===== src/rtl/segment_circle_intersection_macros.svh =====
// ----------------------------------------------------------------------------
// Segment / circle intersection assertion macros
// Shared concurrent assertion forms for the segment / circle datapath.
// ----------------------------------------------------------------------------
`ifndef SEGMENT_CIRCLE_INTERSECTION_MACROS_SVH
`define SEGMENT_CIRCLE_INTERSECTION_MACROS_SVH

// Same-cycle implication, disabled while reset is asserted.
`define SEGCIRC_ASSERT_IMP(label, clk, rstn, ante, cons, msg) \
    label: assert property (@(posedge clk) disable iff (!rstn) (ante) |-> (cons)) \
        else $error(msg);

// Next-cycle implication, disabled while reset is asserted.
`define SEGCIRC_ASSERT_NXT(label, clk, rstn, ante, cons, msg) \
    label: assert property (@(posedge clk) disable iff (!rstn) (ante) |=> (cons)) \
        else $error(msg);

`endif


===== src/rtl/segcirc_pkg.sv =====
// ----------------------------------------------------------------------------
// Segment / circle intersection package
// Widths, beat types and lane types shared by the datapath modules.
// ----------------------------------------------------------------------------
`timescale 1ns / 1ps
`default_nettype none

package segcirc_pkg;

    localparam int COORD_BITS      = 16;
    localparam int PARAM_FRAC_BITS = 15;
    localparam int RADIUS_BITS     = COORD_BITS - 1;
    localparam int PARAM_BITS      = PARAM_FRAC_BITS + 1;

    localparam int DIFF_BITS = COORD_BITS + 1;
    localparam int PROD_BITS = 2 * DIFF_BITS;
    localparam int VAL_BITS  = 2 * COORD_BITS + 4;
    localparam int WIDE_BITS = 2 * VAL_BITS;
    localparam int DISC_BITS = 4 * COORD_BITS + 4;
    localparam int ROOT_BITS = DISC_BITS / 2 + PARAM_FRAC_BITS;
    localparam int REM_BITS  = ROOT_BITS + 2;
    localparam int NUM_BITS  = VAL_BITS + PARAM_FRAC_BITS + 2;

    localparam logic [PARAM_BITS-1:0] PARAM_ONE = PARAM_BITS'(1) << PARAM_FRAC_BITS;

    typedef struct packed {
        logic signed [COORD_BITS-1:0]  seg_start_x;
        logic signed [COORD_BITS-1:0]  seg_start_y;
        logic signed [COORD_BITS-1:0]  seg_end_x;
        logic signed [COORD_BITS-1:0]  seg_end_y;
        logic signed [COORD_BITS-1:0]  circle_x;
        logic signed [COORD_BITS-1:0]  circle_y;
        logic        [RADIUS_BITS-1:0] circle_radius;
    } seg_query_t;

    typedef struct packed {
        logic                  hit;
        logic [PARAM_BITS-1:0] hit_param;
    } seg_result_t;

    typedef struct packed {
        logic valid;
        logic hit;
        logic use_min;
    } lane_ctl_t;

    typedef struct packed {
        logic        [DISC_BITS-1:0] rad;
        logic        [REM_BITS-1:0]  rem;
        logic        [ROOT_BITS-1:0] root;
        logic signed [VAL_BITS-1:0]  p;
        logic        [VAL_BITS-1:0]  a;
    } sqrt_lane_t;

    typedef struct packed {
        logic [NUM_BITS-1:0]   rem;
        logic [PARAM_BITS-1:0] quo;
        logic [VAL_BITS-1:0]   a;
    } div_lane_t;

endpackage

`default_nettype wire


===== src/rtl/segcirc_mul.sv =====
// ----------------------------------------------------------------------------
// Segment / circle wide multiplier
// Signed product in two stages: four half-width partial products, then sum.
// ----------------------------------------------------------------------------
`timescale 1ns / 1ps
`default_nettype none

module segcirc_mul #(
    parameter int WIDTH = segcirc_pkg::VAL_BITS
) (
    input  wire logic                      aclk,
    input  wire logic                      en,
    input  wire logic signed [WIDTH-1:0]   op_a,
    input  wire logic signed [WIDTH-1:0]   op_b,
    output logic signed [2*WIDTH-1:0]      prod
);

    localparam int LO = WIDTH / 2;
    localparam int HI = WIDTH - LO;
    localparam int PW = 2 * WIDTH;

    logic signed [HI-1:0]      a_hi, b_hi;
    logic signed [LO:0]        a_lo, b_lo;
    logic signed [2*HI-1:0]    hh_reg;
    logic signed [HI+LO:0]     hl_reg, lh_reg;
    logic signed [2*LO+1:0]    ll_reg;
    logic signed [PW-1:0]      prod_reg, prod_next;

    assign a_hi = op_a[WIDTH-1:LO];
    assign b_hi = op_b[WIDTH-1:LO];
    assign a_lo = $signed({1'b0, op_a[LO-1:0]});
    assign b_lo = $signed({1'b0, op_b[LO-1:0]});

    always_ff @(posedge aclk) begin
        if (en) begin
            hh_reg <= a_hi * b_hi;
            hl_reg <= a_hi * b_lo;
            lh_reg <= a_lo * b_hi;
            ll_reg <= a_lo * b_lo;
        end
    end

    always_comb begin
        prod_next = (PW'(hh_reg) <<< (2 * LO)) + (PW'(hl_reg) <<< LO)
                  + (PW'(lh_reg) <<< LO) + PW'(ll_reg);
    end

    always_ff @(posedge aclk) begin
        if (en) begin
            prod_reg <= prod_next;
        end
    end

    assign prod = prod_reg;

endmodule

`default_nettype wire


===== config.mk =====
export PLATFORM = sky130hd
export DESIGN_NAME = segcirc_mul
export DESIGN_NICKNAME = d
export VERILOG_FILES = /design/src/rtl/segment_circle_intersection_macros.svh /design/src/rtl/segcirc_pkg.sv /design/src/rtl/segcirc_mul.sv
export SDC_FILE = /design/constraint.sdc
export NUM_CORES = 2
export LEC_CHECK = 0
export ABC_AREA = 0
export BUFFER_PORTS_ARGS = -buffer_cell sky130_fd_sc_hd__buf_2
export CORE_AREA = 2 2 321 323
export DETAILED_ROUTE_END_ITERATION = 6
export DIE_AREA = 0 0 323 325
export GPL_TIMING_DRIVEN = 0
export PLACE_DENSITY_LB_ADDON = 0.05
export RECOVER_POWER = 25
export SLEW_MARGIN = 20
export SYNTH_ARGS = -nofsm -noshare
export SYNTH_HDL_FRONTEND = slang
export SYNTH_SLANG_ARGS = --single-unit
export TNS_END_PERCENT = 30

===== constraint.sdc =====
create_clock -name aclk -period 18.5 [get_ports aclk]
set_clock_uncertainty 0.1 [all_clocks]
set_input_delay 5.55 -clock aclk [delete_from_list [all_inputs] [get_ports aclk]]
set_output_delay 5.55 -clock aclk [all_outputs]
set_load 0.01 [all_outputs]

# ---- Yosys cells after proc, flatten, opt, wreduce, memory -nomap -nowiden
# Cells that the tools add are included.
dict set report op_classes {
  n_addsub 3
  mul 4
}
# op count
set op_table {}
lappend op_table {{$add A72 B55 Y72} 2}
lappend op_table {{$add A72 B37 Y72} 1}
lappend op_table {{$mul A18 B18 Y36} 2}
lappend op_table {{$mul A18 B19 Y37} 1}
lappend op_table {{$mul A19 B18 Y37} 1}
dict set report word_totals {
  register_bits 218
  in_bits 74
  output_inout_bits 72
  word_cells 12
}

# ---- Depth between registers and ports, before layout
dict set report logic_depth {
  ltp_word 3
  depth_mapped 26
  ltp_nobuf 24
}

# ---- Worst setup path before layout
# Ideal clock, no wire load.
dict set report synth_path {
  path_kind {input -> register}
  start {input port op_b[3]}
  end {register ll_reg[34], data pin}
  setup_ns 0.258
  arrival_time_ns 11.244
  required_ns 18.142
  slack_ns 6.899
  cell_stages 23
  n_path_buf 3
  cell_sequence {clkbuf_1 clkbuf_1 nand2_1 fa_1 fa_1 inv_1 fa_1 fa_1 fa_1 inv_1 fa_1 inv_1 ha_1 clkbuf_1 nand2_1 or3_4 or3b_1 o41a_1 a31oi_4 a2111oi_1 o21bai_1 a21oi_1 xnor2_1}
}
dict set report synth_between {
  elab_chain_len 1
}
# element line
set synth_rtl {}
lappend synth_rtl {{start, declared} segcirc_mul.sv:14} ;# input wire logic signed [WIDTH-1:0] op_b,
lappend synth_rtl {{$mul A18 B18 Y36} segcirc_mul.sv:39} ;# ll_reg <= a_lo * b_lo;
lappend synth_rtl {{end signal, assigned} segcirc_mul.sv:39}
lappend synth_rtl {{end, declared} segcirc_mul.sv:26} ;# logic signed [2*LO+1:0] ll_reg;
# Every way passes these cells.
# A chain may end at the register's enable or synchronous reset.

# ---- Worst setup path after layout
dict set report layout_path {
  start {input port op_b[10]}
  end {register ll_reg[35], data pin}
}
# Same word-level chain as after synthesis.

==> impl_metrics.ini <==
[status]
status = complete, but fails checks
violations = capacitance limit, slew limit

[logic_synthesis]
synth-simple-area-share_pct = 15.3
synth-seq-cells = 218
yosys.area.top_type = fa_1
seq_area_frac_synth_pct = 11.8
synth_top_area_share_pct = 41.6
synth_edf_count = 218
synth_common_cells = inv_1, fa_1, nand2_1, and2_1, ha_1
ys_warn_count = 0
synthMuxAreaShare_pct = 0.0362
synthDistinctLibCells = 77
async_flop_share_pct = 0
syn_area_per_cell_um2 = 9.45
synth_fa_ha_area_share_pct = 53.4
synthMostInstantiatedCell = inv_1
syn_inst = 5855
synth_fp_nets = 7601
synth_top_family_by_area = adder cells
synth_xor_area_share_pct = 2.59
syn-cell-area_um2 = 55400
synth_area_leaders = fa_1, edfxtp_1, ha_1
synth_compound_area_share_pct = 6.02
synth_ff_type = edfxtp_1

[die]
die_w_um = 323
coreArea_um2 = 101000
rows = 117
ios = 146
dieArea_um2 = 105000
initial_core_util_pct = 54.6
die_h_um = 325

[cts]
cts_tree = built
post_cts_buffers = 0
cts_resized = 0
cts.htree.levels = 1
clockBufferDepth = 3
clock_latency_ns = 0.59
clkSinkCount = 218
numCtsBuffers = 26
clockRootBuffer = clkbuf_16
path_clk_slew_ns = 0.06
postCtsHoldBufs = 0

[grt]
antenna_found_initial = 37
grt_pass1_wl_mm = 265
grt_pass1_vias = 42000
grt_max_degree = 99
overflow = 0
grt_util_all_layers_pct = 34.8

[layout]
fillCellCount = 9229
fin_area_um2 = 58700
largest_register_ffs = 72
nNetsFinal = 7733
layout-drive-gt1-share_pct = 3.08
postLayoutCoreUtil_pct = 57.9
synthToLayoutAreaGrowth_pct = 5.98

[routing]
wl_per_cell_um = 24.2
ant_nets = 0
num_vias = 41500
drc_errors = 0
drt_iter0_markers = 3838
wl_mm = 179
via_per_inst = 5.61
dr.pass1.iters = 5

[sta]
maxSlewHeadroom_pct = -265
finalSetupViolCount = 0
finalMaxSlewViolations = 105
hold_violations = 0
rsz0062_at_grt = false
timing.final.crit_share_pct = 73.1
max_freq_mhz = 74.0
fin_tns_setup_ns = 0
setup_ws_ns = 4.98
post-route-min-period_ns = 13.52
worst_pin_slew_ns = 5.47

[placed_design]
pre_cts_slack_ns = 4.65
hpwl_mm = 148
port_buffers = 100
dpl_cell_area_um2 = 57700
place_congestion = 1.00

[min_path]
hp-class = reg -> reg
min_to = prod[3]
hold_start = ll_reg[3]
hold_path_depth = 0

[critical_path]
cp.required_ns = 18.67
rr_worst_depth = 13
r2r-start = hl_reg[1]
worst-path-max-fanout = 10
reg2reg_to = prod[71]
regToRegSetupSlack_ns = 12.69
start_kind = primary input
cp-startpoint = op_b[10]
arrival_ns = 13.69
critPathKind = in -> reg
endpoint_kind = register

[flow_run]
maxCapViolations = 2
==> cell usage in the layout (no fill, tap or decap), types with 10 or more instances in the layout <==
master and n:
and2_1 620, o21ai_0 85, nand2_1 735, a21o_1 67, nor2_1 130, xor2_1 42
diode_2 25, ha_1 521, o21a_1 30, a31oi_1 10, nand4_1 20, buf_2 107
nand2b_1 43, clkbuf_16 26, or3_1 14, a211oi_1 25, edfxtp_1 218, o21bai_1 25
nor2b_1 21, a21oi_1 145, a21boi_0 10, a211o_1 10, clkbuf_1 277, fa_1 1151
nand3_1 41, inv_1 1304, xnor2_1 118, o21ai_1 13, and3_1 22, nor3_1 33
==> worst max path at each step <==
stage | slack (ns) | end | depth (start not counted)
5_1_grt | 4.83 | ll_reg[35] | 24
2_1_floorplan | 6.90 | ll_reg[34] | 23
4_1_cts | 5.25 | ll_reg[35] | 24
3_3_place_gp | 4.63 | ll_reg[35] | 23
6_report | 4.98 | ll_reg[35] | 24
3_5_place_dp | 4.65 | ll_reg[35] | 24
==> worst max-delay path: stages <==
cell and delay [ns]:
clkbuf_1 0.78, clkbuf_1 0.89, nand2_1 0.18, fa_1 0.56, inv_1 0.07, fa_1 0.51
inv_1 0.06, fa_1 0.54, inv_1 0.07, fa_1 0.48, fa_1 0.50, inv_1 0.05
fa_1 0.51, inv_1 0.06, ha_1 0.35, a41oi_1 0.21, o21ai_1 0.15, a21oi_1 0.37
a21oi_1 0.12, a21oi_1 0.41, a21oi_1 0.19, a211o_1 0.34, nand3_1 0.07, nor3b_1 0.66
==> layout make-up <==
| cell class | instances | area [µm²] | share of cell area [%] |
|---|---|---|---|
| well taps | 1368 | 1710 | 2.92 |
| clock inverters | 20 | 294 | 0.501 |
| multi-input cells | 4043 | 42800 | 73.0 |
| repair buffers | 104 | 557 | 0.949 |
| inverters | 1304 | 4890 | 8.34 |
| clock buffers | 27 | 654 | 1.12 |
| plain buffers | 290 | 1110 | 1.89 |
| diodes | 25 | 62.6 | 0.107 |
| flip-flops and latches | 218 | 6550 | 11.2 |
==> metrics by stage <==
step	std cells	hold WS, ns
after global placement	7323	0.302
after global routing	7375	0.323
final	7399	0.318
after floorplan	5855	0.300
after detailed placement	7325	0.305
after CTS	7372	0.321
==> routing by layer <==
layer	track usage, %	share of wire [%]
met1	46.8	39
met2	51.9	44
met3	9.65	12
met4	16.6	5.4
met5	1.76	0.17
==> logic make-up after synthesis <==
group | Yosys count
AND/OR/NAND/NOR | 1707
adder cells (fa/ha/maj) | 1672
buffers and inverters | 1594
AO/OA/AOI/OAI | 498
flip-flops | 218
XOR/XNOR | 164
multiplexers | 2
Power is not shown: default switching activity piles up to over one toggle a cycle in this logic, so the estimate is an artifact.
