<file path="src/rtl/segment_circle_intersection_macros.svh">
// ----------------------------------------------------------------------------
// Segment / circle intersection assertion macros
// Shared concurrent assertion forms for the segment / circle datapath.
// ----------------------------------------------------------------------------
`ifndef SEGMENT_CIRCLE_INTERSECTION_MACROS_SVH
`define SEGMENT_CIRCLE_INTERSECTION_MACROS_SVH

// Same-cycle implication, disabled while reset is asserted.
`define SEGCIRC_ASSERT_IMP(label, clk, rstn, ante, cons, msg) \
    label: assert property (@(posedge clk) disable iff (!rstn) (ante) |-> (cons)) \
        else $error(msg);

// Next-cycle implication, disabled while reset is asserted.
`define SEGCIRC_ASSERT_NXT(label, clk, rstn, ante, cons, msg) \
    label: assert property (@(posedge clk) disable iff (!rstn) (ante) |=> (cons)) \
        else $error(msg);

`endif

</file>
<file path="src/rtl/segcirc_pkg.sv">
// ----------------------------------------------------------------------------
// Segment / circle intersection package
// Widths, beat types and lane types shared by the datapath modules.
// ----------------------------------------------------------------------------
`timescale 1ns / 1ps
`default_nettype none

package segcirc_pkg;

    localparam int COORD_BITS      = 16;
    localparam int PARAM_FRAC_BITS = 15;
    localparam int RADIUS_BITS     = COORD_BITS - 1;
    localparam int PARAM_BITS      = PARAM_FRAC_BITS + 1;

    localparam int DIFF_BITS = COORD_BITS + 1;
    localparam int PROD_BITS = 2 * DIFF_BITS;
    localparam int VAL_BITS  = 2 * COORD_BITS + 4;
    localparam int WIDE_BITS = 2 * VAL_BITS;
    localparam int DISC_BITS = 4 * COORD_BITS + 4;
    localparam int ROOT_BITS = DISC_BITS / 2 + PARAM_FRAC_BITS;
    localparam int REM_BITS  = ROOT_BITS + 2;
    localparam int NUM_BITS  = VAL_BITS + PARAM_FRAC_BITS + 2;

    localparam logic [PARAM_BITS-1:0] PARAM_ONE = PARAM_BITS'(1) << PARAM_FRAC_BITS;

    typedef struct packed {
        logic signed [COORD_BITS-1:0]  seg_start_x;
        logic signed [COORD_BITS-1:0]  seg_start_y;
        logic signed [COORD_BITS-1:0]  seg_end_x;
        logic signed [COORD_BITS-1:0]  seg_end_y;
        logic signed [COORD_BITS-1:0]  circle_x;
        logic signed [COORD_BITS-1:0]  circle_y;
        logic        [RADIUS_BITS-1:0] circle_radius;
    } seg_query_t;

    typedef struct packed {
        logic                  hit;
        logic [PARAM_BITS-1:0] hit_param;
    } seg_result_t;

    typedef struct packed {
        logic valid;
        logic hit;
        logic use_min;
    } lane_ctl_t;

    typedef struct packed {
        logic        [DISC_BITS-1:0] rad;
        logic        [REM_BITS-1:0]  rem;
        logic        [ROOT_BITS-1:0] root;
        logic signed [VAL_BITS-1:0]  p;
        logic        [VAL_BITS-1:0]  a;
    } sqrt_lane_t;

    typedef struct packed {
        logic [NUM_BITS-1:0]   rem;
        logic [PARAM_BITS-1:0] quo;
        logic [VAL_BITS-1:0]   a;
    } div_lane_t;

endpackage

`default_nettype wire

</file>
<file path="src/rtl/segcirc_div_cell.sv">
// ----------------------------------------------------------------------------
// Segment / circle divider cell
// One restoring division step that decides one bit of the parameter.
// ----------------------------------------------------------------------------
`timescale 1ns / 1ps
`default_nettype none

module segcirc_div_cell #(
    parameter int SHIFT = segcirc_pkg::PARAM_FRAC_BITS
) (
    input  wire logic                   aclk,
    input  wire logic                   aresetn,
    input  wire logic                   en,
    input  wire segcirc_pkg::lane_ctl_t ctl_i,
    input  wire segcirc_pkg::div_lane_t data_i,
    output segcirc_pkg::lane_ctl_t      ctl_o,
    output segcirc_pkg::div_lane_t      data_o
);

    localparam int NB = segcirc_pkg::NUM_BITS;
    localparam int PB = segcirc_pkg::PARAM_BITS;

    segcirc_pkg::lane_ctl_t ctl_reg;
    segcirc_pkg::div_lane_t data_reg, data_next;
    logic [NB-1:0] sub;
    logic          ge;

    always_comb begin
        sub  = NB'(data_i.a) << SHIFT;
        ge   = (data_i.rem >= sub);
        data_next     = data_i;
        data_next.rem = ge ? (data_i.rem - sub) : data_i.rem;
        data_next.quo = data_i.quo | (ge ? (PB'(1) << SHIFT) : '0);
    end

    always_ff @(posedge aclk) begin
        if (!aresetn) begin
            ctl_reg <= '0;
        end else if (en) begin
            ctl_reg <= ctl_i;
        end
    end

    always_ff @(posedge aclk) begin
        if (en) begin
            data_reg <= data_next;
        end
    end

    assign ctl_o  = ctl_reg;
    assign data_o = data_reg;

endmodule

`default_nettype wire

</file>
<file path="config.mk">
export PLATFORM = sky130hd
export DESIGN_NAME = segcirc_div_cell
export DESIGN_NICKNAME = d
export VERILOG_FILES = /design/src/rtl/segment_circle_intersection_macros.svh /design/src/rtl/segcirc_pkg.sv /design/src/rtl/segcirc_div_cell.sv
export SDC_FILE = /design/constraint.sdc
export NUM_CORES = 1
export LEC_CHECK = 0
export ABC_AREA = 1
export CAP_MARGIN = 25
export CORE_MARGIN = 2
export CORE_UTILIZATION = 40
export CTS_BUF_LIST = sky130_fd_sc_hd__clkbuf_8 sky130_fd_sc_hd__clkbuf_16
export DETAILED_ROUTE_END_ITERATION = 12
export DONT_BUFFER_PORTS = 1
export GPL_TIMING_DRIVEN = 0
export RECOVER_POWER = 100
export SYNTH_ARGS = -nofsm -noshare
export SYNTH_HDL_FRONTEND = slang
export SYNTH_SLANG_ARGS = --single-unit
</file>
<file path="constraint.sdc">
create_clock -name aclk -period 2.7 [get_ports aclk]
set_input_delay 0.405 -clock aclk [delete_from_list [all_inputs] [get_ports aclk]]
set_output_delay 0.405 -clock aclk [all_outputs]
set_load 0.05 [all_outputs]
</file>
Yosys cells after proc, flatten, opt, wreduce, memory -nomap -nowiden:

Cells that the tools add are included.

* add/subtract/negate cells: 1
* magnitude comparators: 1
* muxes and demuxes: 2
* bitwise operators: 1

Operators with widths (count)
* >= comparator 53 x 51 -> 1 bit: 1
* 2-to-1 mux 53 bit: 1
* subtractor 53 x 51 -> 53 bit: 1
* 2-to-1 mux 16 bit: 1
* OR 16 bit: 1

* bits in registers: 108
* input bits: 111
* output and inout bits: 108

Logic depth before layout (Yosys ltp):

* word-level depth: 3
* depth in mapped cells: 16
* gate-level depth less buffers: 15

Worst setup path after synthesis:

OpenSTA, ideal clock, no wires.

* kind: input-to-reg
* from: input port data_i[67] (netlist name)
* to: register data_reg (netlist bit data_o[51]), data pin
* library setup time: 0.262 ns
* arrival: 2.015 ns
* required time: 2.438 ns
* path slack: 0.422 ns
* cell stages on the path: 12
* path buffers: 1
* path through: inv_1 > ha_1 > inv_1 > fa_1 > nand2_1 > nand3_1 > nand2_1 > nand3_1 > nand3_1 > nand2_2 > buf_6 > or2_2

RTL lines
* start: declaration: line segcirc_div_cell.sv:15 `input wire segcirc_pkg::div_lane_t data_i,`
* end signal: assignment: line segcirc_div_cell.sv:46 `data_reg <= data_next;`
* end: declaration: line segcirc_div_cell.sv:24 `segcirc_pkg::div_lane_t data_reg, data_next;`

==> results.sh <==
export IMPL_fp_coreArea_um2=17120
export IMPL_slowest_stage="fa_1"
export IMPL_yosysSeqAreaShare_pct=46.20
export IMPL_yosysWarnings=0
export IMPL_grt_pass1_wl_um=28100
export IMPL_synth_ff_latch_count=108
export IMPL_finalNonFillerCells=1147
export IMPL_worstRegToRegCells=2
export IMPL_finalCritPeriodShare_pct=93.42
export IMPL_fillers=1765
export IMPL_cp_endpoint="data_o[93]"
export IMPL_period_minus_slack_ns=2.522
export IMPL_cts_sinks=108
export IMPL_crit_arrival_ns=2.62
export IMPL_fp_dieW_um=135.9
export IMPL_avgSynthCellArea_um2=7.676
export IMPL_layout_commonest_cell="nand2_1"
export IMPL_ios=219
export IMPL_setup_worst_path_class="input port to flop"
export IMPL_chipHeight_um=135.9
export IMPL_worstHoldPathType="input port to flop"
export IMPL_cts_tree="yes"
export IMPL_grt_antenna_before_repair=0
export IMPL_fmax_mhz=396.4
export IMPL_nets=1065
export IMPL_via_per_inst=4.778
export IMPL_rsz0062_at_grt="no"
export IMPL_first_global_vias=5392
export IMPL_crit_path_frequent_cell="nand3_1"
export IMPL_status="completed"
export IMPL_start_kind="input port"
export IMPL_io_buffers=0
export IMPL_synth_cell_type_count=29
export IMPL_critPathRequiredTime_ns=2.80
export IMPL_r2r_slack_ns=1.73
export IMPL_wl_per_cell_um=16.02
export IMPL_power_density_nw_per_um2=645.7
export IMPL_via_count=5480
export IMPL_num_antenna_cells=0
export IMPL_drt_iter0_drc=343
export IMPL_max_cap_violations=0
export IMPL_insertion_delay_ns=0.36
export IMPL_path_max_fanout=10
export IMPL_antenna_left=0
export IMPL_worst_r2r_endpoint="ctl_o[0]"
export IMPL_post_cts_setup_buffers=0
export IMPL_routed_wl_um=18380
export IMPL_grt_overflow=0
export IMPL_place_inst=1131
export IMPL_hpwl_um=14690
export IMPL_drive_gt1_share_pct=5.098
export IMPL_dieArea_um2=18460
export IMPL_cts_buffers=9
export IMPL_rows=48
export IMPL_cp_top_family="simple AND/OR/NAND/NOR gates"
export IMPL_rr_startpoint="ctl_o[0]"
export IMPL_crit_buf_inv=4
export IMPL_ir_drop_uv=309.6
export IMPL_hold_viol=0
export IMPL_ctsHoldBuffers=0
export IMPL_relSlewSlack_pct=66.13
export IMPL_cts_resized_gates=0
export IMPL_cts_root_buffer="clkbuf_16"
export IMPL_syn_to_final_growth_pct=7.935
export IMPL_crit_cells=14
export IMPL_start_util_pct=40.63
export IMPL_syn_inst=906
export IMPL_syn_nets=1054
export IMPL_tightest_slew_ns=0.5041
export IMPL_slowest_delay_ns=0.44
export IMPL_p_leak_nw=3.707
export IMPL_drv_slew=0
export IMPL_setup_viol=0
export IMPL_tns_ns=0
export IMPL_clkSlewWorstSetupHoldPaths_ns=0.08
export IMPL_drc_errors=0
export IMPL_grt_max_degree=110
export IMPL_end_kind="flop"
export IMPL_worstPathCellList="inv_1 -> ha_1 -> inv_1 -> fa_1 -> nand2_1 -> nand3_1 -> nand2_1 -> nand3_1 -> nand3_1 -> nand2_2 -> buf_6 -> buf_12 -> nand3_1 -> nand2_1"
export IMPL_critPathLaunch="data_i[67]"
export IMPL_gp_congestion=0.9395
export IMPL_clockBufferDepth=2
export IMPL_ctsHtreeMaxLevel=3
export IMPL_netlist_area_um2=6954
export IMPL_final_cell_mix="nand2_1 (358), inv_1 (166), edfxtp_1 (105), nor2_1 (84), nand3_1 (37)"
export IMPL_skew_ns=0
export IMPL_drtPass1Iterations=5
export IMPL_grt_usage_pct=20.05
[stage by stage]
| stage | setup WS [ns] | area (um2) | utilization [%] | power [mW] | hold WS, ns |
|---|---|---|---|---|---|
| floorplan | 0.4225 | 6954 | - | 3.385 | 0.5039 |
| global placement | -0.2355 | 7236 | 42.27 | 3.602 | 0.5039 |
| detailed placement | -0.2624 | 7236 | 42.27 | 3.605 | 0.5039 |
| CTS | 0.1062 | 7518 | 43.93 | 4.894 | 0.1240 |
| global route | 0.01133 | 7506 | 43.85 | 5.079 | 0.1180 |
| finish | 0.1776 | 7506 | 43.85 | 4.847 | 0.1350 |
[area by class of cell]
cell class	instances	area, um2	share of cell area [%]
multi-input cells	625	3034	40.42
clock inverters	7	57.56	0.7668
flip-flops and latches	108	3213	42.81
inverters	166	624.3	8.318
well taps	225	281.5	3.751
clock buffers	9	225.2	3.000
plain buffers	7	70.07	0.9335
[per-layer routing]
layer  vias to the layer above  track usage, %  routed length [um]
li1                       2845               -                   -
met1                      2457           27.86                8836
met2                       164           31.37                8171
met3                        14           4.810                1136
met4                         0           5.440                 235
met5                         -               0                   0
[synth_stat cells (all sizes together)]
| cell type | number | area, um2 |
|---|---|---|
| xor2 | 17 | 148.9 |
| inv | 166 | 623.1 |
| nand3b | 8 | 60.06 |
| nand2 | 363 | 1375 |
| xnor2 | 1 | 8.760 |
| nor3 | 10 | 50.05 |
| a21oi | 27 | 135.1 |
| buf | 7 | 68.81 |
| fa | 1 | 20.02 |
| edfxtp | 105 | 3153 |
| nand4 | 5 | 31.28 |
| dfxtp | 3 | 60.06 |
| a21o | 1 | 7.510 |
| o21ai | 10 | 50.04 |
| nand3 | 44 | 270.3 |
| and2 | 2 | 12.51 |
| nor2 | 92 | 375.4 |
| nor4 | 1 | 6.260 |
| o21bai | 3 | 22.52 |
| ha | 36 | 450.4 |
| or2 | 4 | 25.02 |
[worst min path at each step]
stage	endpoint	cells past startpoint	start
6_report	data_o[57]	0	data_i[57]
5_1_grt	data_o[40]	0	data_i[40]
4_1_cts	data_o[5]	0	data_i[5]
3_5_place_dp	data_o[45]	0	data_i[45]
3_3_place_gp	data_o[46]	0	data_i[46]
2_1_floorplan	data_o[0]	0	data_i[0]
[registers in the layout, summed over array words and instances, names as in the netlist]
name	count
ctl_o	3
data_o	105
[report_power, final]
part / switching (mW) / total [mW] / leakage, nW / internal [mW]
Combinational: 0.542 / 0.825 / 2.52 / 0.283
Clock: 0.642 / 1.28 / 0.140 / 0.640
Sequential: 0.669 / 2.74 / 1.05 / 2.07
Total: 1.85 / 4.85 / 3.71 / 2.99
[cells by family (layout without fill, tap and decap cells)]
kind of cell               count (synthesis)  count (layout)  share of synthesized area, %
DFF                                      108             108                         46.20
adders and majority gates                 37              37                         6.765
buffers and inverters                    173             189                         9.949
AOI/OAI and AO/OA                         41              41                         3.095
and+or+nand+nor                          529             529                         31.72
xor gates and xnor gates                  18              18                         2.267
(Power assumes the default switching activity.)
