$ cat src/rtl/segment_circle_intersection_macros.svh
// ----------------------------------------------------------------------------
// Segment / circle intersection assertion macros
// Shared concurrent assertion forms for the segment / circle datapath.
// ----------------------------------------------------------------------------
`ifndef SEGMENT_CIRCLE_INTERSECTION_MACROS_SVH
`define SEGMENT_CIRCLE_INTERSECTION_MACROS_SVH

// Same-cycle implication, disabled while reset is asserted.
`define SEGCIRC_ASSERT_IMP(label, clk, rstn, ante, cons, msg) \
    label: assert property (@(posedge clk) disable iff (!rstn) (ante) |-> (cons)) \
        else $error(msg);

// Next-cycle implication, disabled while reset is asserted.
`define SEGCIRC_ASSERT_NXT(label, clk, rstn, ante, cons, msg) \
    label: assert property (@(posedge clk) disable iff (!rstn) (ante) |=> (cons)) \
        else $error(msg);

`endif

$ cat src/rtl/segcirc_pkg.sv
// ----------------------------------------------------------------------------
// Segment / circle intersection package
// Widths, beat types and lane types shared by the datapath modules.
// ----------------------------------------------------------------------------
`timescale 1ns / 1ps
`default_nettype none

package segcirc_pkg;

    localparam int COORD_BITS      = 16;
    localparam int PARAM_FRAC_BITS = 15;
    localparam int RADIUS_BITS     = COORD_BITS - 1;
    localparam int PARAM_BITS      = PARAM_FRAC_BITS + 1;

    localparam int DIFF_BITS = COORD_BITS + 1;
    localparam int PROD_BITS = 2 * DIFF_BITS;
    localparam int VAL_BITS  = 2 * COORD_BITS + 4;
    localparam int WIDE_BITS = 2 * VAL_BITS;
    localparam int DISC_BITS = 4 * COORD_BITS + 4;
    localparam int ROOT_BITS = DISC_BITS / 2 + PARAM_FRAC_BITS;
    localparam int REM_BITS  = ROOT_BITS + 2;
    localparam int NUM_BITS  = VAL_BITS + PARAM_FRAC_BITS + 2;

    localparam logic [PARAM_BITS-1:0] PARAM_ONE = PARAM_BITS'(1) << PARAM_FRAC_BITS;

    typedef struct packed {
        logic signed [COORD_BITS-1:0]  seg_start_x;
        logic signed [COORD_BITS-1:0]  seg_start_y;
        logic signed [COORD_BITS-1:0]  seg_end_x;
        logic signed [COORD_BITS-1:0]  seg_end_y;
        logic signed [COORD_BITS-1:0]  circle_x;
        logic signed [COORD_BITS-1:0]  circle_y;
        logic        [RADIUS_BITS-1:0] circle_radius;
    } seg_query_t;

    typedef struct packed {
        logic                  hit;
        logic [PARAM_BITS-1:0] hit_param;
    } seg_result_t;

    typedef struct packed {
        logic valid;
        logic hit;
        logic use_min;
    } lane_ctl_t;

    typedef struct packed {
        logic        [DISC_BITS-1:0] rad;
        logic        [REM_BITS-1:0]  rem;
        logic        [ROOT_BITS-1:0] root;
        logic signed [VAL_BITS-1:0]  p;
        logic        [VAL_BITS-1:0]  a;
    } sqrt_lane_t;

    typedef struct packed {
        logic [NUM_BITS-1:0]   rem;
        logic [PARAM_BITS-1:0] quo;
        logic [VAL_BITS-1:0]   a;
    } div_lane_t;

endpackage

`default_nettype wire

$ cat src/rtl/segcirc_sqrt_cell.sv
// ----------------------------------------------------------------------------
// Segment / circle square root cell
// One digit-by-digit square root step on the discriminant per cell.
// ----------------------------------------------------------------------------
`timescale 1ns / 1ps
`default_nettype none

module segcirc_sqrt_cell (
    input  wire logic                    aclk,
    input  wire logic                    aresetn,
    input  wire logic                    en,
    input  wire segcirc_pkg::lane_ctl_t  ctl_i,
    input  wire segcirc_pkg::sqrt_lane_t data_i,
    output segcirc_pkg::lane_ctl_t       ctl_o,
    output segcirc_pkg::sqrt_lane_t      data_o
);

    localparam int DB = segcirc_pkg::DISC_BITS;
    localparam int RB = segcirc_pkg::REM_BITS;
    localparam int QB = segcirc_pkg::ROOT_BITS;

    segcirc_pkg::lane_ctl_t  ctl_reg;
    segcirc_pkg::sqrt_lane_t data_reg, data_next;
    logic [RB-1:0] cur, trial;
    logic          ge;

    always_comb begin
        cur   = {data_i.rem[RB-3:0], data_i.rad[DB-1 -: 2]};
        trial = {data_i.root, 2'b01};
        ge    = (cur >= trial);
        data_next      = data_i;
        data_next.rad  = {data_i.rad[DB-3:0], 2'b00};
        data_next.rem  = ge ? (cur - trial) : cur;
        data_next.root = {data_i.root[QB-2:0], ge};
    end

    always_ff @(posedge aclk) begin
        if (!aresetn) begin
            ctl_reg <= '0;
        end else if (en) begin
            ctl_reg <= ctl_i;
        end
    end

    always_ff @(posedge aclk) begin
        if (en) begin
            data_reg <= data_next;
        end
    end

    assign ctl_o  = ctl_reg;
    assign data_o = data_reg;

endmodule

`default_nettype wire

$ cat config.mk
export PLATFORM = sky130hd
export DESIGN_NAME = segcirc_sqrt_cell
export DESIGN_NICKNAME = d
export VERILOG_FILES = /design/src/rtl/segment_circle_intersection_macros.svh /design/src/rtl/segcirc_pkg.sv /design/src/rtl/segcirc_sqrt_cell.sv
export SDC_FILE = /design/constraint.sdc
export NUM_CORES = 1
export LEC_CHECK = 0
export BUFFER_PORTS_ARGS = -buffer_cell sky130_fd_sc_hd__buf_2
export CAP_MARGIN = 20
export CELL_PAD_IN_SITES_DETAIL_PLACEMENT = 1
export CELL_PAD_IN_SITES_GLOBAL_PLACEMENT = 2
export CORE_UTILIZATION = 29
export DETAILED_ROUTE_END_ITERATION = 10
export PLACE_DENSITY = 0.84
export SLEW_MARGIN = 20
export SYNTH_ARGS = -nofsm -noshare
export SYNTH_HDL_FRONTEND = slang
export SYNTH_SLANG_ARGS = --single-unit
export TNS_END_PERCENT = 1
$ cat constraint.sdc
create_clock -name aclk -period 3.77 [get_ports aclk]
set_clock_uncertainty 0.1 [all_clocks]
set_input_delay 0.1885 -clock aclk [delete_from_list [all_inputs] [get_ports aclk]]
set_output_delay 0.1885 -clock aclk [all_outputs]
set_load 0.02 [all_outputs]
; Word level (Yosys, flattened, before mapping)
; Cells that the tools add are included.
[totals]
reg_bits = 241
inputBits = 246
output_inout_bits = 243
word_cells = 11
[classes]
addsub = 1
order_cmp = 1
muxes = 1
[op_table]
columns = operator, count
row1 = >= comparator 51 bit, 1
row2 = 2-to-1 mux 51 bit, 1
row3 = subtractor 51 bit, 1

; Depth between registers and ports, before layout
; Gate-level depths: netlist (run 1).
[logic_depth]
depth_word = 2
depth_mapped = 14
mapped_depth_nobuf = 11

; Worst setup path after synthesis (run 1)
; Ideal clock, no wire load.
[synth_timing]
path_kind = input to register
startpoint = in data_i[99] (netlist name)
endpoint = reg data_reg, in the netlist data_o[167], data pin
setup_ns = 0.267
arrival_time_ns = 2.345
path_slack_ns = 1.059
path_stages = 12
cell_sequence = inv_1 -> ha_1 -> buf_2 -> nand4_2 -> or3_4 -> o22ai_1 -> nor3_2 -> nor4_4 -> nor2_4 -> buf_6 -> a2111oi_4 -> a211oi_1
[synth_rtl]
columns = item, line
row1 = start: declaration, segcirc_sqrt_cell.sv:13  ; input wire segcirc_pkg::sqrt_lane_t data_i,
row2 = end signal: assignment, segcirc_sqrt_cell.sv:47  ; data_reg <= data_next;
row3 = end: declaration, segcirc_sqrt_cell.sv:23  ; segcirc_pkg::sqrt_lane_t data_reg, data_next;

==> results_dict.tcl, run 1 <==
set metrics [dict create \
    place_area_mm2 0.0142 \
    tightest_slew_ps 846 \
    intPower_w 0.00577 \
    insertion_delay_ps 550 \
    cp_slowest_stage_delay_ps 590 \
    synth_area_mm2 0.0112 \
    dieWidth_um 198 \
    areaGrowthSynthToFinish_pct 58.2 \
    outcome "finished clean" \
    instances_no_fill 2163 \
    grt_setup_unrepaired "no" \
    grt_util_all_layers_pct 25.2 \
    cp_top_family "compound AO/OA/AOI/OAI gates" \
    p_comb_share_pct 22.2 \
    synth-edff-count 238 \
    cts_setup_buffers 0 \
    yosysWarnings 0 \
    dieArea_mm2 0.0393 \
    synth_top_area_share_pct 64.1 \
    powerDensity_mw_per_mm2 467 \
    yosysUniqueCellTypes 63 \
    drt_iter0_markers 500 \
    p_sw_share_pct 30.0 \
    grt_start_max_net_pins 98 \
    period_needed_ps 3280 \
    r2r-start "ctl_o[2]$_SDFFE_PN0P_" \
    hold_violations 0 \
    drc 0 \
    dr.pass1.iters 5 \
    via_per_inst 4.78 \
    synth_seq_cells 241 \
    grt-ovfl-total 0 \
    synth_ff_type "edfxtp_1" \
    async_flop_share_pct 0 \
    setup_viol 0 \
    initial_core_util_pct 29.6 \
    power_frac_seq_pct 40.3 \
    nFillCells 4184 \
    avgSynthCellArea_um2 12.6 \
    slew_headroom_pct 43.6 \
    crit_chain "dlygate4sd3_1, buf_2, inv_1, ha_1, nand4_1, nor2_1, and3_1, nand2_1, o211a_1, o21ai_1, mux2_2, o31ai_1" \
    worst_slack_ps 489 \
    antenna_found_initial 9 \
    clockRootBuffer "clkbuf_16" \
    drive_gt1_share_pct 34.0 \
    cp_slowest_cell "dlygate4sd3_1" \
    yosys.area.top_type "edfxtp_1" \
    path_clk_slew_ps 70 \
    core_mm2 0.0378 \
    die_y_um 198 \
    synthTopCellsByArea "edfxtp_1 64%, ha_1 5.7%, nand2_1 3.2%" \
    dpl.cell_count 1859 \
    endpoint_kind "flop" \
    fin_area_mm2 0.0176 \
    cts_htree_levels 1 \
    report.final.slew_viol_count 0 \
    num_rows 71 \
    pin_count 489 \
    nNetsFinal 1917 \
    portBuffers 484 \
    ant_nets 0 \
    crit_fanout 8 \
    path_class "input pin to flop" \
    ir_drop_mv 0.323 \
    worstSetupStartpointType "input pin" \
    cellLeakagePower_nw 7.70 \
    place_ws_ps 415 \
    vias 10337 \
    crit_required_ps 4080 \
    wl_per_cell_um 23.6 \
    pwr-share-clk_pct 37.5 \
    drv_cap 0 \
    clock-sinks 241 \
    critPathBufInv 3 \
    min_path_type "input pin to flop" \
    gp_congestion 0.860 \
    drt-total-wl_mm 51.1 \
    ys_seq_area_share_pct 64.6 \
    cts_buffer_depth 3 \
    max_freq_mhz 305 \
    synth_cells 884 \
    grt_pass1_vias 11154 \
    cts_tree "built" \
    grt_pass1_wl_mm 72.9 \
    fin_crit_sh_pct 87.0 \
    finalCoreUtilization_pct 46.7 \
    setup_tns_ps 0 \
    cts_buffers 29 \
    crit_start "data_i[96]" \
    dp_hpwl_mm 35.4 \
    hold_start "en" \
    cp.arrival_ps 3590 \
    p_sw_w 0.00247 \
]
==> stage by stage <==
stage               hold WS (ps)  power (W)
finish                      89.7    0.00824
global route                87.1    0.00853
CTS                         66.7    0.00824
detailed placement           267    0.00496
global placement             266    0.00493
floorplan                    187    0.00425
==> cell families after synthesis <==
kind of cell | count (synthesis) | share of synthesized area, %
multiplexers | 8 | 0.763
other | 1 | 0.0336
AO/OA/AOI/OAI | 226 | 12.7
buffers and inverters | 98 | 3.68
adder cells (fa/ha/maj) | 51 | 5.72
flip-flops | 241 | 64.6
XOR/XNOR | 40 | 3.14
AND/OR/NAND/NOR | 219 | 9.42
==> cells in the mapped netlist, drive strengths merged, types with 2 or more instances <==
library cell / number
nand2: 94
nand2b: 4
a21boi: 3
o41ai: 2
o31ai: 9
xor2: 16
a31oi: 3
and3: 12
buf: 21
mux2i: 4
a2111o: 2
nor2: 37
nor2b: 7
and2: 3
clkbuf: 11
inv: 66
mux2: 4
nor3: 19
o21a: 5
dfxtp: 3
xnor2: 24
nor4: 4
or3: 4
a21o: 23
o21ai: 77
edfxtp: 238
nand4: 13
a211oi: 6
a21oi: 64
o211ai: 9
nand3: 17
o21bai: 11
ha: 51
==> layout make-up <==
cell class                 instances  area, um2  area share, %
antenna                            9       22.5          0.128
clock buffer                      30        729           4.13
clock inverter                    24        295           1.67
inverter                          66        248           1.40
multi-input combinational        546       3540           20.1
sequential                       241       7210           40.8
tap                              511        639           3.62
timing repair buffer             736       4960           28.1
==> worst register-to-register path, delay by kind of cell, from the launching register on <==
kind                   cells  cell delay, ps
AND/OR/NAND/NOR            1              70
multiplexers               1             160
buffers and inverters      1             560
flip-flops                 1             320
==> sequential cells by signal, indices dropped and copies added, names as in the netlist <==
| signal | count |
|---|---|
| ctl_o | 3 |
| data_o | 238 |
==> cell usage in the layout (no fill, tap or decap), types with 5 or more instances in the layout <==
master,count
edfxtp_1,238
buf_2,483
xor2_1,16
nor2b_1,7
clkbuf_16,29
buf_4,8
nor3_1,18
o211ai_1,9
o21ai_1,8
and3_1,12
a21oi_1,63
nor2_1,36
o21a_1,5
dlygate4sd3_1,241
inv_1,65
xnor2_1,24
bufinv_16,6
a211oi_1,6
clkinvlp_4,5
nand3_1,17
nand2_1,94
nand4_1,11
a21o_1,23
clkinv_1,8
o21bai_1,11
o31ai_1,8
o21ai_0,69
ha_1,51
diode_2,9
==> power by group through the flow <==
stage               Combinational (W)  Clock (W)  Sequential, W
detailed placement            0.00159          0        0.00336
CTS                           0.00182    0.00311        0.00331
global route                  0.00195    0.00323        0.00335
global placement              0.00157          0        0.00336
finish                        0.00183    0.00309        0.00332
floorplan                    0.000564          0        0.00369
==> routing by layer <==
layer,GRT usage (%),wire (um),vias to the layer above
li1,-,-,4748
met1,29.5,20000,5064
met2,42.9,24800,412
met3,6.29,3720,107
met4,12.1,2470,6
met5,0,41,-
==> repair_timing <==
item | 4_1_cts | 5_1_grt
resized for setup | 0 | 0
hold endpoints to repair | 240 | 0
hold buffers | 241 | 0
==> final timing paths <==
kind                                               to  slack, ps  cells past startpoint
worst max-delay path            data_o[169]$_DFFE_PP_        490                     12
worst min register to register  ctl_o[0]$_SDFFE_PN0P_        460                      2
worst min-delay path            data_o[163]$_DFFE_PP_         90                      1
worst max register to register  ctl_o[2]$_SDFFE_PN0P_       2450                      3
Note: power is estimated with default switching activity, not from simulation.
==> inputs of run 2 (changes only) <==
Settings changed: CORE_ASPECT_RATIO set to 0.8, SLEW_MARGIN 20 to not set.
==> results_dict.tcl, run 2 (synthesis gave the netlist of run 1 again) <==
set metrics [dict create \
    max_freq_mhz 286 \
    hold_violations 0 \
    nNetsFinal 1916 \
    vias 10285 \
    nFillCells 4082 \
    r2r-start "ctl_o[0]$_SDFFE_PN0P_" \
    drive_gt1_share_pct 33.8 \
    report.final.slew_viol_count 0 \
    wl_per_cell_um 23.7 \
    dieWidth_um 221 \
    p_sw_share_pct 31.0 \
    initial_core_util_pct 29.8 \
    rr_endpoint "ctl_o[0]$_SDFFE_PN0P_" \
    seq_area_mm2 0.00721 \
    gp_congestion 0.856 \
    setup_viol 0 \
    period_needed_ps 3500 \
    drt-total-wl_mm 50.5 \
    hold_start "en" \
    num_rows 63 \
    path_clk_slew_ps 60 \
    grt_start_max_net_pins 82 \
    worst_slack_ps 272 \
    outcome "finished clean" \
    crit_fanout 5 \
    place_ws_ps 358 \
    fin_crit_sh_pct 92.8 \
    drt_iter0_markers 639 \
    cts_buffer_depth 3 \
    ir_drop_mv 0.346 \
    p_comb_share_pct 23.6 \
    ant_nets 0 \
    areaGrowthSynthToFinish_pct 56.5 \
    insertion_delay_ps 560 \
    largest_reg_flops 238 \
    portBuffers 484 \
    slew_headroom_pct 48.7 \
    die_y_um 177 \
    worstRegToRegCells 3 \
    clock-sinks 241 \
    cts_setup_buffers 0 \
    pwr-share-clk_pct 34.1 \
    dr.pass1.iters 4 \
    hold_path_depth 1 \
    tightest_slew_ps 764 \
    regToRegSetupSlack_ps 2410 \
    dp_hpwl_mm 35.9 \
    via_per_inst 4.82 \
    cts_buffers 27 \
    final_common_cell "buf_2" \
    setup_tns_ps 0 \
    final_cell_mix "483 x buf_2, 241 x dlygate4sd3_1, 238 x edfxtp_1" \
    grt_pass1_vias 10845 \
    grt_setup_unrepaired "no" \
    antenna_found_initial 12 \
    crit_required_ps 4000 \
    power_frac_seq_pct 42.4 \
    cellLeakagePower_nw 7.64 \
    grt_pass1_wl_mm 71.9 \
    multiInputGateArea_mm2 0.00354 \
    cp.arrival_ps 3730 \
    drc 0 \
    worstSetupStartpointType "input pin" \
    core_mm2 0.0374 \
    cts_htree_levels 1 \
    powerDensity_mw_per_mm2 449 \
    dieArea_mm2 0.0393 \
    grt_util_all_layers_pct 24.8 \
    clockRootBuffer "clkbuf_16" \
    intPower_w 0.00541 \
    min_path_type "input pin to flop" \
    p_sw_w 0.00243 \
    endpoint_kind "flop" \
    min_to "data_o[116]$_DFFE_PP_" \
    pin_count 489 \
    path_class "input pin to flop" \
    drv_cap 0 \
    grt-ovfl-total 0 \
    cts_tree "built" \
]
## run 2: worst max path at each step
stage / startpoint / slack, ps / end
CTS: data_i[106] / 400 / data_o[158]$_DFFE_PP_
finish: data_i[122] / 270 / data_o[150]$_DFFE_PP_
floorplan: data_i[99] / 1060 / data_o[167]$_DFFE_PP_
detailed placement: data_i[106] / 360 / data_o[138]$_DFFE_PP_
global route: data_i[95] / 100 / data_o[169]$_DFFE_PP_
global placement: data_i[73] / 450 / data_o[170]$_DFFE_PP_
## run 2: final cells by class
type                    instances  area share, %
flip-flops and latches        241           41.3
diodes                          5         0.0716
well taps                     487           3.49
repair buffers                737           28.5
inverters                      66           1.42
multi-input cells             546           20.3
clock buffers                  31           3.95
clock inverters                19          0.974
## run 2: power by group through the flow
stage	clock network (W)	logic (W)	registers [W]
floorplan	0	0.000564	0.00369
global placement	0	0.00158	0.00335
detailed placement	0	0.00161	0.00337
CTS	0.00269	0.00183	0.00331
global route	0.00281	0.00197	0.00334
finish	0.00267	0.00185	0.00332
## run 2: stage by stage
step | instances | utilization (%) | area [um2] | hold WS, ps | power [W]
floorplan | 885 | - | 11200 | 187 | 0.00425
global placement | 1836 | 37.9 | 14200 | 266 | 0.00494
detailed placement | 1836 | 37.9 | 14200 | 267 | 0.00498
CTS | 2127 | 46.6 | 17500 | 2.48 | 0.00783
global route | 2130 | 46.6 | 17500 | 18.8 | 0.00813
finish | 2132 | 46.6 | 17500 | 18.0 | 0.00785
## run 2: repair_timing
item                      CTS  global route
hold buffers              241             0
gates resized for setup     0             0
hold endpoints to repair  240             0
## run 2: metal layers
layer	GRT usage, %	vias up	routed length [um]
met5	0	-	93
li1	-	4747	-
met4	11.0	14	2450
met2	41.1	400	23700
met1	30.9	5013	21000
met3	5.88	111	3230
## run 2: worst max-delay path, cell delays in order
cell	delay (ps)
dlygate4sd3_1	580
buf_2	160
ha_1	390
o211ai_1	140
o211ai_1	280
a21oi_1	180
o211ai_1	520
a21oi_1	220
o311a_1	370
o21ai_0	210
xnor2_1	120
o21ai_0	350
==> inputs of run 3 (changes only) <==
Settings changed: CORE_UTILIZATION 29 to 27, PLACE_DENSITY 0.84 to 0.82.
Clock period 3.77 ns to 2.8 ns, I/O delays scaled along.
==> results_dict.tcl, run 3 (synthesis gave the netlist of run 1 again) <==
set metrics [dict create \
    nFillCells 4504 \
    ir_drop_mv 0.443 \
    tightest_slew_ps 673 \
    ant_nets 0 \
    fin_crit_sh_pct 95.3 \
    instances_no_fill 2343 \
    slew_headroom_pct 54.8 \
    initial_core_util_pct 27.4 \
    max_freq_mhz 375 \
    worstSetupStartpointType "input pin" \
    regToRegSetupSlack_ps 1490 \
    cts_tree "built" \
    final_cell_mix "483 x buf_2, 241 x dlygate4sd3_1, 238 x edfxtp_1" \
    critPathBufInv 5 \
    outcome "finished clean" \
    r2r-start "ctl_o[2]$_SDFFE_PN0P_" \
    drc 0 \
    dieWidth_um 229 \
    cts_buffers 29 \
    dieArea_mm2 0.0421 \
    num_rows 66 \
    multiInputGateArea_mm2 0.00358 \
    crit_chain "dlygate4sd3_1, buf_2, inv_1, ha_2, a21o_1, a21oi_1, o21bai_1, a21o_1, nand2_1, nand4_1, nor2_4, buf_12, buf_6, a211oi_1, a21o_1" \
    grt_util_all_layers_pct 24.8 \
    die_y_um 184 \
    worstRegToRegCells 3 \
    hold_violations 0 \
    wl_per_cell_um 23.0 \
    path_clk_slew_ps 50 \
    finalCoreUtilization_pct 46.2 \
    nNetsFinal 2066 \
    report.final.slew_viol_count 0 \
    path_class "input pin to flop" \
    hold_path_depth 4 \
    powerDensity_mw_per_mm2 593 \
    crit_fanout 16 \
    cellLeakagePower_nw 8.41 \
    clockRootBuffer "clkbuf_16" \
    cts_htree_levels 1 \
    areaGrowthSynthToFinish_pct 68.7 \
    cts_setup_buffers 0 \
    largest_reg_flops 238 \
    cp_slowest_stage_delay_ps 540 \
    crit_required_ps 3020 \
    vias 10857 \
    pin_count 489 \
    drv_cap 0 \
    insertion_delay_ps 580 \
    grt_pass1_wl_mm 77.0 \
    clock-sinks 241 \
    rr_endpoint "ctl_o[2]$_SDFFE_PN0P_" \
    core_mm2 0.0407 \
    via_per_inst 4.63 \
    drt-total-wl_mm 53.8 \
    min_to "data_o[122]$_DFFE_PP_" \
    drive_gt1_share_pct 39.8 \
    grt_start_max_net_pins 67 \
    grt_pass1_vias 11572 \
    cp.arrival_ps 2890 \
    dr.pass1.iters 5 \
    cp_top_family "buffers and inverters" \
    period_needed_ps 2670 \
    grt-ovfl-total 0 \
    worst_path_most_repeated_cell "a21o_1" \
    min_path_type "input pin to flop" \
    cts_buffer_depth 3 \
    drt_iter0_markers 660 \
    final_common_cell "buf_2" \
    antenna_found_initial 16 \
    endpoint_kind "flop" \
    dpl.cell_count 2041 \
    dp_hpwl_mm 40.0 \
    seq_area_mm2 0.00721 \
    cp_slowest_cell "dlygate4sd3_1" \
    setup_viol 0 \
    gp_congestion 0.869 \
    portBuffers 484 \
    hold_start "data_i[238]" \
]
run 3: cell count changes in the layout (fill, tap and decap cells not counted), sizes merged:
cell / delta
buf: +148
clkinv: +3
diode: +3
bufinv: +2
clkbuf: +2
clkinvlp: -2
inv: -2
run 3: power by group:
group	leakage (nW)	switching [W]	internal [W]
Combinational	5.59	0.00163	0.00118
Clock	0.470	0.00162	0.00227
Sequential	2.35	0.000109	0.00436
Total	8.41	0.00335	0.00782
run 3: routing by layer:
metal,track usage [%],vias to the layer above,part of all wire [%]
met5,0,-,0.20
met4,10.9,16,5.0
met3,5.35,102,5.2
met2,41.2,359,47
met1,31.0,5325,42
li1,-,5055,-
run 3: worst register-to-register path, delay by kind of cell, from the launching register on:
| kind | cells | cell delay [ps] |
|---|---|---|
| flip-flops | 1 | 330 |
| AND/OR/NAND/NOR | 1 | 60 |
| buffers and inverters | 1 | 560 |
| multiplexers | 1 | 150 |
run 3: layout make-up:
class / count / share of cell area (%)
Timing Repair Buffer: 885 / 32.6
Inverter: 66 / 1.32
Clock inverter: 20 / 1.14
Clock buffer: 33 / 3.94
Tap cell: 544 / 3.62
Sequential cell: 241 / 38.3
Antenna cell: 8 / 0.106
Multi-Input combinational cell: 546 / 19.0
run 3: how the worst max path moves through the flow:
stage           startpoint                    end  depth (start not counted)
2_1_floorplan   data_i[99]  data_o[167]$_DFFE_PP_                         12
3_3_place_gp    data_i[79]  data_o[167]$_DFFE_PP_                         13
3_5_place_dp   data_i[104]  data_o[167]$_DFFE_PP_                         13
4_1_cts        data_i[109]  data_o[167]$_DFFE_PP_                         14
5_1_grt        data_i[118]  data_o[147]$_DFFE_PP_                         13
6_report       data_i[114]  data_o[129]$_DFFE_PP_                         15
run 3: stage by stage:
step	instance area, um2	hold slack [ps]	power [W]	TNS [ps]	setup WS [ps]
final	18800	43.1	0.0112	0	131
after global routing	18800	67.7	0.0116	-4.00	-4.00
after CTS	18800	12.5	0.0112	0	12.2
after detailed placement	15400	218	0.00702	-9390	-332
after global placement	15400	216	0.00697	-5900	-295
after floorplan	11200	139	0.00573	0	137
run 3: what timing repair did:
action	CTS	global route
setup endpoints to repair	0	23
hold endpoints to repair	298	0
gates resized for setup	0	12
hold buffers	241	0
